===== config.mk =====
export PLATFORM = sky130hd
export DESIGN_NAME = byte_delta_run_length_encoder
export DESIGN_NICKNAME = d
export VERILOG_FILES = /design/src/sv/bdre_pkg.sv /design/src/sv/bdre_encode.sv /design/src/sv/bdre_serialize.sv /design/src/sv/byte_delta_run_length_encoder.sv
export SDC_FILE = /design/constraint.sdc
export NUM_CORES = 1
export LEC_CHECK = 0
export BUFFER_PORTS_ARGS = -buffer_cell sky130_fd_sc_hd__buf_2
export CORE_ASPECT_RATIO = 0.6
export CORE_MARGIN = 2
export CORE_UTILIZATION = 55
export DETAILED_ROUTE_END_ITERATION = 6
export PLACE_DENSITY = 0.76
export SLEW_MARGIN = 15
export SYNTH_ARGS = -nofsm -noshare
export SYNTH_HDL_FRONTEND = slang
export SYNTH_HIERARCHICAL = 1
export SYNTH_SLANG_ARGS = --single-unit

===== constraint.sdc =====
create_clock -name clk -period 2.7 [get_ports clk]
set_input_delay 0.54 -clock clk [delete_from_list [all_inputs] [get_ports clk]]
set_output_delay 0.54 -clock clk [all_outputs]
set_load 0.01 [all_outputs]

===== src/sv/bdre_pkg.sv =====
// shared types and constants of the byte delta run length encoder
`default_nettype none

package bdre_pkg;

    // most results that one input word can cause
    localparam int MAX_RESULTS = 4;
    localparam int SLOT_W      = 2;
    localparam int COUNT_W     = 3;
    localparam int VALUE_W     = 16;

    // kind of one result word
    typedef enum logic [1:0] {
        KIND_BYTE = 2'd0,
        KIND_RUN  = 2'd1,
        KIND_END  = 2'd2
    } kind_t;

    // one result word
    typedef struct packed {
        kind_t                kind;
        logic [VALUE_W-1:0]   value;
        logic                 last;
    } result_t;

    // all results of one input word, slot 0 leaves first
    typedef struct packed {
        result_t [MAX_RESULTS-1:0] slot;
        logic    [COUNT_W-1:0]     count;
    } group_t;

endpackage

`default_nettype wire


===== src/sv/bdre_encode.sv =====
// input register, change tracking state and result group builder
`default_nettype none

module bdre_encode #(
    parameter int OFFSET_WIDTH = 16
) (
    input  wire logic                clk,
    input  wire logic                rst_n,
    input  wire logic                in_valid,
    output logic                     in_ready,
    input  wire logic [7:0]          in_base,
    input  wire logic [7:0]          in_new,
    input  wire logic                in_final,
    input  wire logic                grp_free,
    output logic                     grp_load,
    output bdre_pkg::group_t         grp
);

    // counter saturates at the smaller of the offset range and 16 bits
    localparam int CNT_W = (OFFSET_WIDTH < 16) ? OFFSET_WIDTH : 16;
    localparam logic [CNT_W-1:0] CNT_LIM = {CNT_W{1'b1}};
    localparam logic [CNT_W-1:0] CNT_ONE = CNT_W'(1);

    logic             valid_reg;
    logic [7:0]       base_reg;
    logic [7:0]       new_reg;
    logic             final_reg;
    logic             prev_changed_reg;
    logic             prev_changed_next;
    logic [CNT_W-1:0] run_count_reg;
    logic [CNT_W-1:0] run_count_next;
    logic [CNT_W-1:0] cnt_after;
    logic             changed;
    logic [bdre_pkg::COUNT_W-1:0] n;

    // input register takes a word whenever it is empty or handing off
    assign grp_load = valid_reg && grp_free;
    assign in_ready = !valid_reg || grp_load;

    always_ff @(posedge clk or negedge rst_n)
    begin
        if (!rst_n)
        begin
            valid_reg <= 1'b0;
        end
        else if (in_ready)
        begin
            valid_reg <= in_valid;
        end
    end

    // payload of the input register
    always_ff @(posedge clk)
    begin
        if (in_ready && in_valid)
        begin
            base_reg  <= in_base;
            new_reg   <= in_new;
            final_reg <= in_final;
        end
    end

    // build the result group and the next state
    always_comb
    begin
        changed = base_reg != new_reg;
        grp     = '0;
        n       = '0;

        if (changed != prev_changed_reg)
        begin
            cnt_after = CNT_ONE;
        end
        else if (run_count_reg != CNT_LIM)
        begin
            cnt_after = run_count_reg + CNT_ONE;
        end
        else
        begin
            cnt_after = run_count_reg;
        end

        // length of the run that this position ends
        if (changed != prev_changed_reg)
        begin
            grp.slot[n[bdre_pkg::SLOT_W-1:0]].kind  = bdre_pkg::KIND_RUN;
            grp.slot[n[bdre_pkg::SLOT_W-1:0]].value = 16'(run_count_reg);
            n = n + 3'd1;
        end

        // changed byte itself
        if (changed)
        begin
            grp.slot[n[bdre_pkg::SLOT_W-1:0]].kind  = bdre_pkg::KIND_BYTE;
            grp.slot[n[bdre_pkg::SLOT_W-1:0]].value = 16'(new_reg);
            n = n + 3'd1;
        end

        // close an open changed run, then mark the end of the object
        if (final_reg)
        begin
            if (changed)
            begin
                grp.slot[n[bdre_pkg::SLOT_W-1:0]].kind  = bdre_pkg::KIND_RUN;
                grp.slot[n[bdre_pkg::SLOT_W-1:0]].value = 16'(cnt_after);
                n = n + 3'd1;
            end
            grp.slot[n[bdre_pkg::SLOT_W-1:0]].kind  = bdre_pkg::KIND_END;
            grp.slot[n[bdre_pkg::SLOT_W-1:0]].value = '0;
            n = n + 3'd1;
        end

        // flag the final result of this word
        if (n != '0)
        begin
            grp.slot[2'(n - 3'd1)].last = 1'b1;
        end
        grp.count = n;

        if (final_reg)
        begin
            prev_changed_next = 1'b0;
            run_count_next    = '0;
        end
        else
        begin
            prev_changed_next = changed;
            run_count_next    = cnt_after;
        end
    end

    // change tracking state advances when the group is handed on
    always_ff @(posedge clk or negedge rst_n)
    begin
        if (!rst_n)
        begin
            prev_changed_reg <= 1'b0;
            run_count_reg    <= '0;
        end
        else if (grp_load)
        begin
            prev_changed_reg <= prev_changed_next;
            run_count_reg    <= run_count_next;
        end
    end

endmodule

`default_nettype wire


===== src/sv/bdre_serialize.sv =====
// result group register that sends its words one per cycle while out_ready is high
`default_nettype none

module bdre_serialize (
    input  wire logic                  clk,
    input  wire logic                  rst_n,
    input  wire logic                  grp_load,
    input  wire bdre_pkg::group_t      grp,
    output logic                       grp_free,
    output logic                       out_valid,
    input  wire logic                  out_ready,
    output bdre_pkg::result_t          out_word
);

    bdre_pkg::result_t [bdre_pkg::MAX_RESULTS-1:0] slot_reg;
    logic [bdre_pkg::COUNT_W-1:0] rem_reg;
    logic [bdre_pkg::SLOT_W-1:0]  idx_reg;
    logic                         fire;

    // current word comes straight from the group register
    assign out_valid = rem_reg != '0;
    assign out_word  = slot_reg[idx_reg];
    assign fire      = out_valid && out_ready;
    assign grp_free  = (rem_reg == '0) || ((rem_reg == 3'd1) && fire);

    // remaining count and read index
    always_ff @(posedge clk or negedge rst_n)
    begin
        if (!rst_n)
        begin
            rem_reg <= '0;
            idx_reg <= '0;
        end
        else if (grp_load)
        begin
            rem_reg <= grp.count;
            idx_reg <= '0;
        end
        else if (fire)
        begin
            rem_reg <= rem_reg - 3'd1;
            idx_reg <= idx_reg + 2'd1;
        end
    end

    // group payload
    always_ff @(posedge clk)
    begin
        if (grp_load)
        begin
            slot_reg <= grp.slot;
        end
    end

endmodule

`default_nettype wire


===== src/sv/byte_delta_run_length_encoder.sv =====
// top level of the byte delta run length encoder
//
// channel  dir  tdata                       tuser   tlast
// s_axis   in   [7:0] base, [15:8] new      -       final byte of object
// m_axis   out  [15:0] value                kind    last result of word
//
// a word goes through the input register and is turned into a group of
// zero to four results by combinational logic; results leave one per cycle
// while m_axis is not stalled. the first result shows after its word has
// passed the input register and then the group register of the output stage.
// rst_n clears the change mark, the run counter and all valid flags at once.
// the input register takes a new word while the previous group drains, and a
// stall on m_axis holds the current result unchanged.
`default_nettype none

module byte_delta_run_length_encoder #(
    parameter int OFFSET_WIDTH = 16
) (
    input  wire logic        clk,
    input  wire logic        rst_n,
    input  wire logic        s_axis_tvalid,
    output logic             s_axis_tready,
    input  wire logic [15:0] s_axis_tdata,   // [7:0] base_byte, [15:8] new_byte
    input  wire logic        s_axis_tlast,   // final_byte
    output logic             m_axis_tvalid,
    input  wire logic        m_axis_tready,
    output logic [15:0]      m_axis_tdata,   // [15:0] value
    output logic [1:0]       m_axis_tuser,   // [1:0] kind
    output logic             m_axis_tlast    // last_of_item
);

    logic              grp_free;
    logic              grp_load;
    bdre_pkg::group_t  grp;
    bdre_pkg::result_t out_word;

    // encoder stage
    bdre_encode #(
        .OFFSET_WIDTH (OFFSET_WIDTH)
    ) u_encode (
        .clk      (clk),
        .rst_n    (rst_n),
        .in_valid (s_axis_tvalid),
        .in_ready (s_axis_tready),
        .in_base  (s_axis_tdata[7:0]),
        .in_new   (s_axis_tdata[15:8]),
        .in_final (s_axis_tlast),
        .grp_free (grp_free),
        .grp_load (grp_load),
        .grp      (grp)
    );

    // output stage
    bdre_serialize u_serialize (
        .clk       (clk),
        .rst_n     (rst_n),
        .grp_load  (grp_load),
        .grp       (grp),
        .grp_free  (grp_free),
        .out_valid (m_axis_tvalid),
        .out_ready (m_axis_tready),
        .out_word  (out_word)
    );

    assign m_axis_tdata = out_word.value;
    assign m_axis_tuser = out_word.kind;
    assign m_axis_tlast = out_word.last;

endmodule

`default_nettype wire


== Word level (Yosys, flattened, before mapping) ==
Cells that the tools add are included.

* $add $sub $neg: 7
* $lt $le $gt $ge: 9
* Reduce and logical (&&, ||, !) cells: 15
* Muxes and demuxes: 42
* Eq/ne operators: 4

{| class="wikitable"
|+ Operator list
! operator !! count
|-
| bitwise mux 76 bit || 7
|-
| 2-to-1 mux 76 bit || 5
|-
| demux 19 bit (select 2 bit) || 7
|-
| 2-to-1 mux 19 bit || 4
|-
| 2-to-1 mux 17 bit || 4
|-
| 2-to-1 mux 16 bit || 3
|-
| binary-select mux 19 bit (select 2 bit) || 1
|-
| 2-to-1 mux 3 bit || 6
|-
| adder 16 x 1 -> 16 bit, second input constant || 1
|-
| inequality test 16 bit, second input constant || 1
|-
| less-than comparator 2 x 3 -> 1 bit, second input constant || 4
|-
| logical AND 1 bit || 8
|-
| inequality test 8 bit || 1
|-
| adder 3 x 1 -> 3 bit, second input constant || 2
|-
| greater-or-equal comparator 2 x 1 -> 1 bit, second input constant || 3
|-
| nonzero test 3 bit || 2
|-
| 2-to-1 mux 2 bit || 2
|-
| equality test 3 x 1 -> 1 bit, second input constant || 1
|-
| zero test 3 bit || 1
|-
| less-than comparator 1 x 3 -> 1 bit, second input constant || 1
|-
| 2-to-1 mux 1 bit || 3
|-
| subtractor 3 x 1 -> 3 bit, second input constant || 1
|-
| adder 1 x 1 -> 2 bit, second input constant || 1
|-
| adder 2 x 1 -> 2 bit, second input constant || 1
|-
| other kinds (6) || 7
|}

* Word-level logic and storage cells: 97
* Register bits after elaboration: 116
* Bits of input ports: 21
* Output and inout bits: 21

== Depth between registers and ports, before layout ==
Gate-level depths: netlist of the first run.

* Word-level depth: 19
* Mapped depth: 12
* Gate-level depth less buffers: 10

== Modules after synthesis ==
The synthesis of the first run kept the hierarchy.

{| class="wikitable"
|+ Modules (own cells, without submodules)
! module !! cells each !! seq. area each (um2) !! area each (um2) !! times used
|-
| bdre_encode || 399 || 960.9 || 3196.8 || 1
|-
| bdre_serialize || 136 || 2407.3 || 3067.9 || 1
|}

== Worst setup path before layout of the first run ==
OpenSTA, ideal clock, no wires.

* Kind: register to register
* Start point: reg u_encode.new_reg[4]
* End point: reg u_serialize/slot_reg[7] in the netlist's numbering (data pin)
* Stages on the path, launching flop included: 12
* Clock period less this slack: 2.882 ns
* Buffers on the path: 2
* Setup time: 0.261 ns
* Data required time: 2.439 ns
* Arrival: 2.621 ns
* Slack: -0.182 ns
* Cell sequence: edfxtp_1 -> xnor2_1 -> and4_1 -> nand2_1 -> inv_1 -> buf_1 -> ha_1 -> nand2_1 -> inv_1 -> clkbuf_1 -> nor3_1 -> a221o_2

{| class="wikitable"
|+ RTL lines
! element !! RTL line !! RTL
|-
| from (decl) || bdre_encode.sv:26 || <nowiki>logic [7:0] new_reg;</nowiki>
|-
| from (signal assigned) || bdre_encode.sv:58 || <nowiki>new_reg <= in_new;</nowiki>
|-
| to (signal assigned) || bdre_serialize.sv:51 || <nowiki>slot_reg <= grp.slot;</nowiki>
|-
| to (decl) || bdre_serialize.sv:15 || <nowiki>bdre_pkg::result_t [bdre_pkg::MAX_RESULTS-1:0] slot_reg;</nowiki>
|}

== Worst setup path after layout of the first run ==
* Start point: reg u_serialize/idx_reg[1] in the netlist's numbering
* End point: out m_axis_tuser[1]

* Cells in the longest elaborated chain, start to end: 2

{| class="wikitable"
|+ Ends and longest elaborated chain
! element !! RTL line !! RTL
|-
| from (decl) || bdre_serialize.sv:17 || <nowiki>logic [bdre_pkg::SLOT_W-1:0] idx_reg;</nowiki>
|-
| from (signal assigned) || bdre_serialize.sv:42 || <nowiki>idx_reg <= idx_reg + 2'd1;</nowiki>
|-
| binary-select mux 19 bit (select 2 bit) || bdre_serialize.sv:22 || <nowiki>assign out_word = slot_reg[idx_reg];</nowiki>
|-
| 2-to-1 mux 19 bit (not written as such) || bdre_serialize.sv:22 ||
|-
| to (decl) || byte_delta_run_length_encoder.sv:28 || <nowiki>output logic [1:0] m_axis_tuser,</nowiki>
|}

Every way passes these cells. The select of a mux whose other input is x is not followed.

==> flow_summary.json, run 1 <==
{
  "synth_common_cells": "93 x edfxtp_1, 49 x nor2_1, 34 x a21oi_1",
  "largest_register_ffs": 76,
  "powerDensity_mw_per_mm2": 1100,
  "hold_violations": 0,
  "die_area_mm2": 0.0123,
  "vias": 4861,
  "regToRegStartpoint": "u_encode/base_reg[4]$_DFFE_PP_",
  "clock_path_buffers": 2,
  "worst-endpoint-arrival_ns": 2.08,
  "synth_top_area_share_pct": 44.6,
  "maxCapViolCount": 0,
  "peakVddDrop_mv": 0.458,
  "synth_area_leaders": "edfxtp_1 45%, dfrtp_1 9.2%, mux4_2 6.1%",
  "end_kind": "output port",
  "synth_edf_count": 93,
  "crit_fanout": 21,
  "outcome": "finished, final reports clean",
  "grt.overflow.total": 0,
  "drt_iter0_markers": 702,
  "start_kind": "flip-flop",
  "die_y_um": 86.7,
  "grt_pass1_vias": 4620,
  "antenna_cells": 0,
  "rsz0062_at_grt": "false",
  "postLayoutCellArea_mm2": 0.00761,
  "rows": 30,
  "cp.required_ns": 2.16,
  "cts_root_buf": "clkbuf_16",
  "fin_total_pwr_mw": 8.35,
  "grt_start_max_net_pins": 33,
  "synth_cell_types": 68,
  "skew_ns": 0.0114,
  "die-width_um": 142,
  "ys.flop_type": "edfxtp_1",
  "wire_per_inst_um": 21.7,
  "regToRegSetupSlack_ns": 0.12,
  "synth.avg_cell_area_um2": 11.7,
  "min_period_ns": 2.62,
  "initial_core_util_pct": 56.0,
  "post_dp_cell_area_mm2": 0.00687,
  "drv_slew": 0,
  "cp-endpoint": "m_axis_tuser[1]",
  "cts_tree": "done",
  "area_growth_pct": 21.4,
  "hp-class": "in -> async",
  "yosys.area.top_type": "edfxtp_1",
  "setup_viol": 0,
  "timing.final.crit_share_pct": 97.2,
  "timing.rr.end": "u_serialize/slot_reg[34]$_DFFE_PP_",
  "synth_seq_cells": 116,
  "routed_via_density": 6.22,
  "io_pins": 42,
  "path_class": "reg -> out",
  "crit_start": "u_serialize/idx_reg[1]$_DFFE_PN0P_",
  "async_reset_ff_share_pct": 19.8,
  "ys_seq_area_share_pct": 53.8,
  "h-tree-depth": 4,
  "synth.most_common_cell": "edfxtp_1",
  "synth_cells": 535,
  "grt_use_total_pct": 29.5,
  "fmax_mhz": 381,
  "antenna_found_initial": 1,
  "drive_gt1_share_pct": 30.4,
  "core_area_mm2": 0.0112,
  "place.gp.congestion": 1.01,
  "worst_pin_slew_ns": 1.07,
  "clkLatencyLatePin_ns": 0.42,
  "first_pass_iters": 5,
  "clk_pin_slew_ns": 0.05,
  "rr_worst_depth": 9,
  "slew-limit-headroom_pct": 28.9,
  "final_nets": 657,
  "place_hpwl_um": 12300,
  "grt_first_pass_wirelength_um": 26400,
  "wirelength_um": 17000,
  "drc": 0,
  "yosysWarnings": 6,
  "power.leakage_nw": 2.92,
  "portBuffers": 41,
  "cts_num_sinks": 116,
  "cts_inserted_buffers": 17,
  "syn_area_mm2": 0.00626,
  "ant_nets": 0
}
how the worst min path moves through the flow:
stage / start / to / cells after the start
2_1_floorplan: rst_n / u_encode/prev_changed_reg$_DFFE_PN0P_ / 0
3_3_place_gp: u_encode/valid_reg$_DFFE_PN0N_ / u_encode/valid_reg$_DFFE_PN0N_ / 2
3_5_place_dp: u_serialize/rem_reg[1]$_DFFE_PN0P_ / u_serialize/rem_reg[1]$_DFFE_PN0P_ / 2
4_1_cts: rst_n / u_encode/valid_reg$_DFFE_PN0N_ / 1
5_1_grt: rst_n / u_encode/valid_reg$_DFFE_PN0N_ / 1
6_report: rst_n / u_encode/valid_reg$_DFFE_PN0N_ / 1
placed cells by master (no fill, tap or decap), drive strengths merged, types with 4 or more instances in the layout:
cell	n
dfrtp	23
nand4	17
buf	109
clkbuf	20
a31o	4
nand3	21
xnor2	15
nand2	31
conb	17
or3	4
ha	11
o31ai	6
o41ai	4
mux2	4
clkinvlp	4
a21oi	35
and2	9
or4	4
nand2b	6
nor3	10
mux4	19
and4	9
inv	20
and3	4
nor2	49
o211ai	5
nor2b	7
edfxtp	93
clkinv	4
o2111ai	4
mux2i	6
o21ai	31
per-layer routing:
layer | vias to the layer above | track usage, % | share of wire [%]
met1 | 2335 | 46.3 | 46
met5 | - | 0 | 0.077
li1 | 2174 | - | -
met2 | 303 | 38.6 | 40
met3 | 47 | 9.45 | 12
met4 | 2 | 9.09 | 1.8
stage by stage:
step / hold slack (ns) / util (%) / std cells / setup slack [ns] / TNS [ns]
after global routing: 0.186 / 68.0 / 782 / 0.00278 / 0
after global placement: 0.521 / 61.4 / 747 / 0.0000218 / 0
after CTS: 0.164 / 67.2 / 779 / 0.0273 / 0
after floorplan: 0.244 / - / 551 / -0.0230 / -0.0230
after detailed placement: 0.537 / 61.4 / 747 / -0.0975 / -0.246
final: 0.162 / 68.0 / 782 / 0.0766 / 0
critical path, cell delays in order, from the launching register on:
cell	delay (ns)
dfrtp_1	1.04
mux4_1	0.46
buf_2	0.17
area by class of cell:
class	instances	area, um^2
Fill cell	813	3580
Sequential cell	116	3370
Multi-Input combinational cell	362	2630
Timing Repair Buffer	109	741
Clock buffer	20	467
Tap cell	144	180
Clock inverter	12	151
Inverter	19	72.6
what timing repair did:
item | CTS | global route
pin swaps | 0 | 4
hold endpoints to repair | 0 | 0
gates resized for setup | 6 | 15
buffers inserted | 0 | 3
hold buffers | 0 | 0
setup endpoints to repair | 11 | 27
power breakdown:
group	internal, mW	switching (mW)	total, mW
Sequential	2.73	0.341	3.07
Clock	1.52	0.820	2.34
Combinational	1.29	1.64	2.94
Total	5.55	2.80	8.35
cell families after synthesis:
logic type      count (synthesis)  synth area share [%]
compound gates                112                  11.5
xor+xnor                       16                  2.24
fa+ha+maj                      11                  2.20
buf+inv                        73                  6.85
flops                         116                  53.8
mux                            29                  8.63
other cells                     1                0.0599
simple gates                  177                  14.8
Power figures use the tool's default switching activity.
==> run 2, diff against run 1 <==
--- a/config.mk
+++ b/config.mk
@@ -11,6 +11,7 @@
 export CORE_UTILIZATION = 55
 export DETAILED_ROUTE_END_ITERATION = 6
 export PLACE_DENSITY = 0.76
+export SETUP_SLACK_MARGIN = 0.5
 export SLEW_MARGIN = 15
 export SYNTH_ARGS = -nofsm -noshare
 export SYNTH_HDL_FRONTEND = slang
==> run 2 against run 1 <==
Clock skew decreased by 0.0053 ns. Combinational power increased by 54%. Routed wire length grew 22%. Critical path depth is 8 higher. Global-route usage rose by 3.1 points. Core utilization grew 12 points. Die area stayed put. Via count rose by 10%. Clock-buffer cell count unchanged. Highest routed layer unchanged.
==> flow_summary.json, run 2 (synthesized netlist as in run 1, its figures left out) <==
{
  "die-width_um": 142,
  "cts_tree": "done",
  "cts_root_buf": "clkbuf_16",
  "post_dp_cell_area_mm2": 0.00683,
  "regToRegStartpoint": "u_encode/new_reg[4]$_DFFE_PP_",
  "end_kind": "flip-flop",
  "cp-endpoint": "u_serialize/slot_reg[25]$_DFFE_PP_",
  "portBuffers": 41,
  "drc": 0,
  "ant_nets": 0,
  "power_frac_seq_pct": 31.6,
  "hold_ws_ns": 0.155,
  "setup_viol": 0,
  "clkLatencyLatePin_ns": 0.41,
  "vias": 5367,
  "final_common_cell": "edfxtp_1",
  "pwr-share-clk_pct": 21.9,
  "rows": 30,
  "maxCapViolCount": 0,
  "drt_iter0_markers": 673,
  "timing.final.crit_share_pct": 95.0,
  "skew_ns": 0.00615,
  "clk_pin_slew_ns": 0.06,
  "cts_inserted_buffers": 17,
  "internal-power_mw": 6.33,
  "slew-limit-headroom_pct": 41.0,
  "first_pass_iters": 7,
  "core_area_mm2": 0.0112,
  "final_cell_count_no_fill": 833,
  "grt_pass1_vias": 4997,
  "cts_hold_buf": 0,
  "rr_worst_depth": 10,
  "place_hpwl_um": 12000,
  "largest_register_ffs": 76,
  "min_period_ns": 2.57,
  "antenna_found_initial": 1,
  "fin_total_pwr_mw": 9.72,
  "switching_power_mw": 3.39,
  "timing.rr.end": "u_serialize/slot_reg[25]$_DFFE_PP_",
  "start_kind": "flip-flop",
  "cts_num_sinks": 116,
  "io_pins": 42,
  "cp.required_ns": 2.90,
  "area_growth_pct": 42.9,
  "fmax_mhz": 390,
  "wirelength_um": 20800,
  "pwr-share-comb_pct": 46.5,
  "h-tree-depth": 4,
  "crit_fanout": 5,
  "worst-endpoint-arrival_ns": 2.76,
  "die_y_um": 86.7,
  "power.leakage_nw": 3.34,
  "layout_common_cells": "93 x edfxtp_1, 82 x buf_4, 30 x buf_6, 29 x buf_2, 26 x nor2_1",
  "outcome": "finished, final reports clean",
  "clock_path_buffers": 2,
  "tns_ns": 0,
  "grt.overflow.total": 0,
  "peakVddDrop_mv": 0.528,
  "grt_first_pass_wirelength_um": 29100,
  "switching_share_pct": 34.9,
  "path_class": "reg -> reg",
  "wire_per_inst_um": 24.9,
  "regToRegSetupSlack_ns": 0.13,
  "drive_gt1_share_pct": 50.2,
  "initial_core_util_pct": 56.0,
  "grt_start_max_net_pins": 36,
  "powerDensity_mw_per_mm2": 1090,
  "hold_violations": 0,
  "drv_slew": 0,
  "crit_start": "u_encode/new_reg[4]$_DFFE_PP_",
  "grt_use_total_pct": 32.6,
  "routed_via_density": 6.44,
  "placedCellCount": 730,
  "antenna_cells": 0,
  "place.gp.congestion": 1.01,
  "die_area_mm2": 0.0123,
  "postLayoutCellArea_mm2": 0.00895,
  "hp-class": "in -> async",
  "worst_pin_slew_ns": 0.885,
  "rsz0062_at_grt": "true",
  "final_nets": 708
}
==> run 2: cell count changes in the layout (fill, tap and decap cells not counted), moves of 9 or more <==
cell,delta
buf_4,+16
o21ai_0,-13
buf_6,+30
dfrtp_1,-9
nor2_2,+9
a21oi_1,-10
buf_2,-12
nor2_4,+14
nor2_1,-23
==> run 2: area by class of cell <==
type                    count  area [um^2]
clock inverters            12          114
clock buffers              20          437
multi-input cells         362         3270
inverters                  19         88.8
fillers                   638         2240
repair buffers            160         1480
well taps                 144          180
flip-flops and latches    116         3380
==> run 2: critical path: stages (launching register included) <==
cell and delay [ns]:
edfxtp_1 0.40, xnor2_1 0.24, and4_4 0.31, nand2_8 0.10
buf_6 0.15, ha_4 0.17, nor2b_4 0.15, and2_4 0.17
a21boi_4 0.20, nor2_2 0.06, o41ai_2 0.41
==> run 2: worst min-delay path by stage <==
stage / from / end / cells after the start
3_3_place_gp: u_encode/valid_reg$_DFFE_PN0N_ / u_encode/valid_reg$_DFFE_PN0N_ / 2
5_1_grt: rst_n / u_serialize/rem_reg[2]$_DFFE_PN0P_ / 1
3_5_place_dp: u_encode/valid_reg$_DFFE_PN0N_ / u_encode/valid_reg$_DFFE_PN0N_ / 2
4_1_cts: rst_n / u_serialize/rem_reg[2]$_DFFE_PN0P_ / 1
2_1_floorplan: rst_n / u_encode/prev_changed_reg$_DFFE_PN0P_ / 0
6_report: rst_n / u_encode/valid_reg$_DFFE_PN0N_ / 1
==> run 2: layer usage <==
| metal | track usage (%) | share of wire [%] |
|---|---|---|
| met2 | 48.2 | 44 |
| met3 | 9.72 | 12 |
| met1 | 46.8 | 40 |
| met5 | 0 | 0.043 |
| met4 | 10.1 | 3.6 |
==> run 2: through the flow <==
| stage | util [%] | worst slack [ns] |
|---|---|---|
| after floorplan | - | 0.283 |
| after global placement | 61.1 | -0.0140 |
| after detailed placement | 61.1 | -0.00339 |
| after CTS | 73.0 | 0.292 |
| after global routing | 80.0 | 0.0802 |
| final | 80.0 | 0.134 |
==> run 2: repair_timing <==
item / in CTS / in global routing
endpoints found under the hold margin: 0 / 0
gates resized for setup: 91 / 129
pin swaps: 24 / 42
endpoints found under the setup margin: 84 / 105
setup buffers: 42 / 25
cloned: 3 / 1
==> run 2: power groups by stage <==
stage	sequential [mW]	clock [mW]	combinational, mW
2_1_floorplan	2.90	0	1.97
3_3_place_gp	3.01	0	2.82
3_5_place_dp	3.05	0	2.87
4_1_cts	3.03	2.14	3.67
5_1_grt	3.12	2.23	4.73
6_report	3.07	2.13	4.52
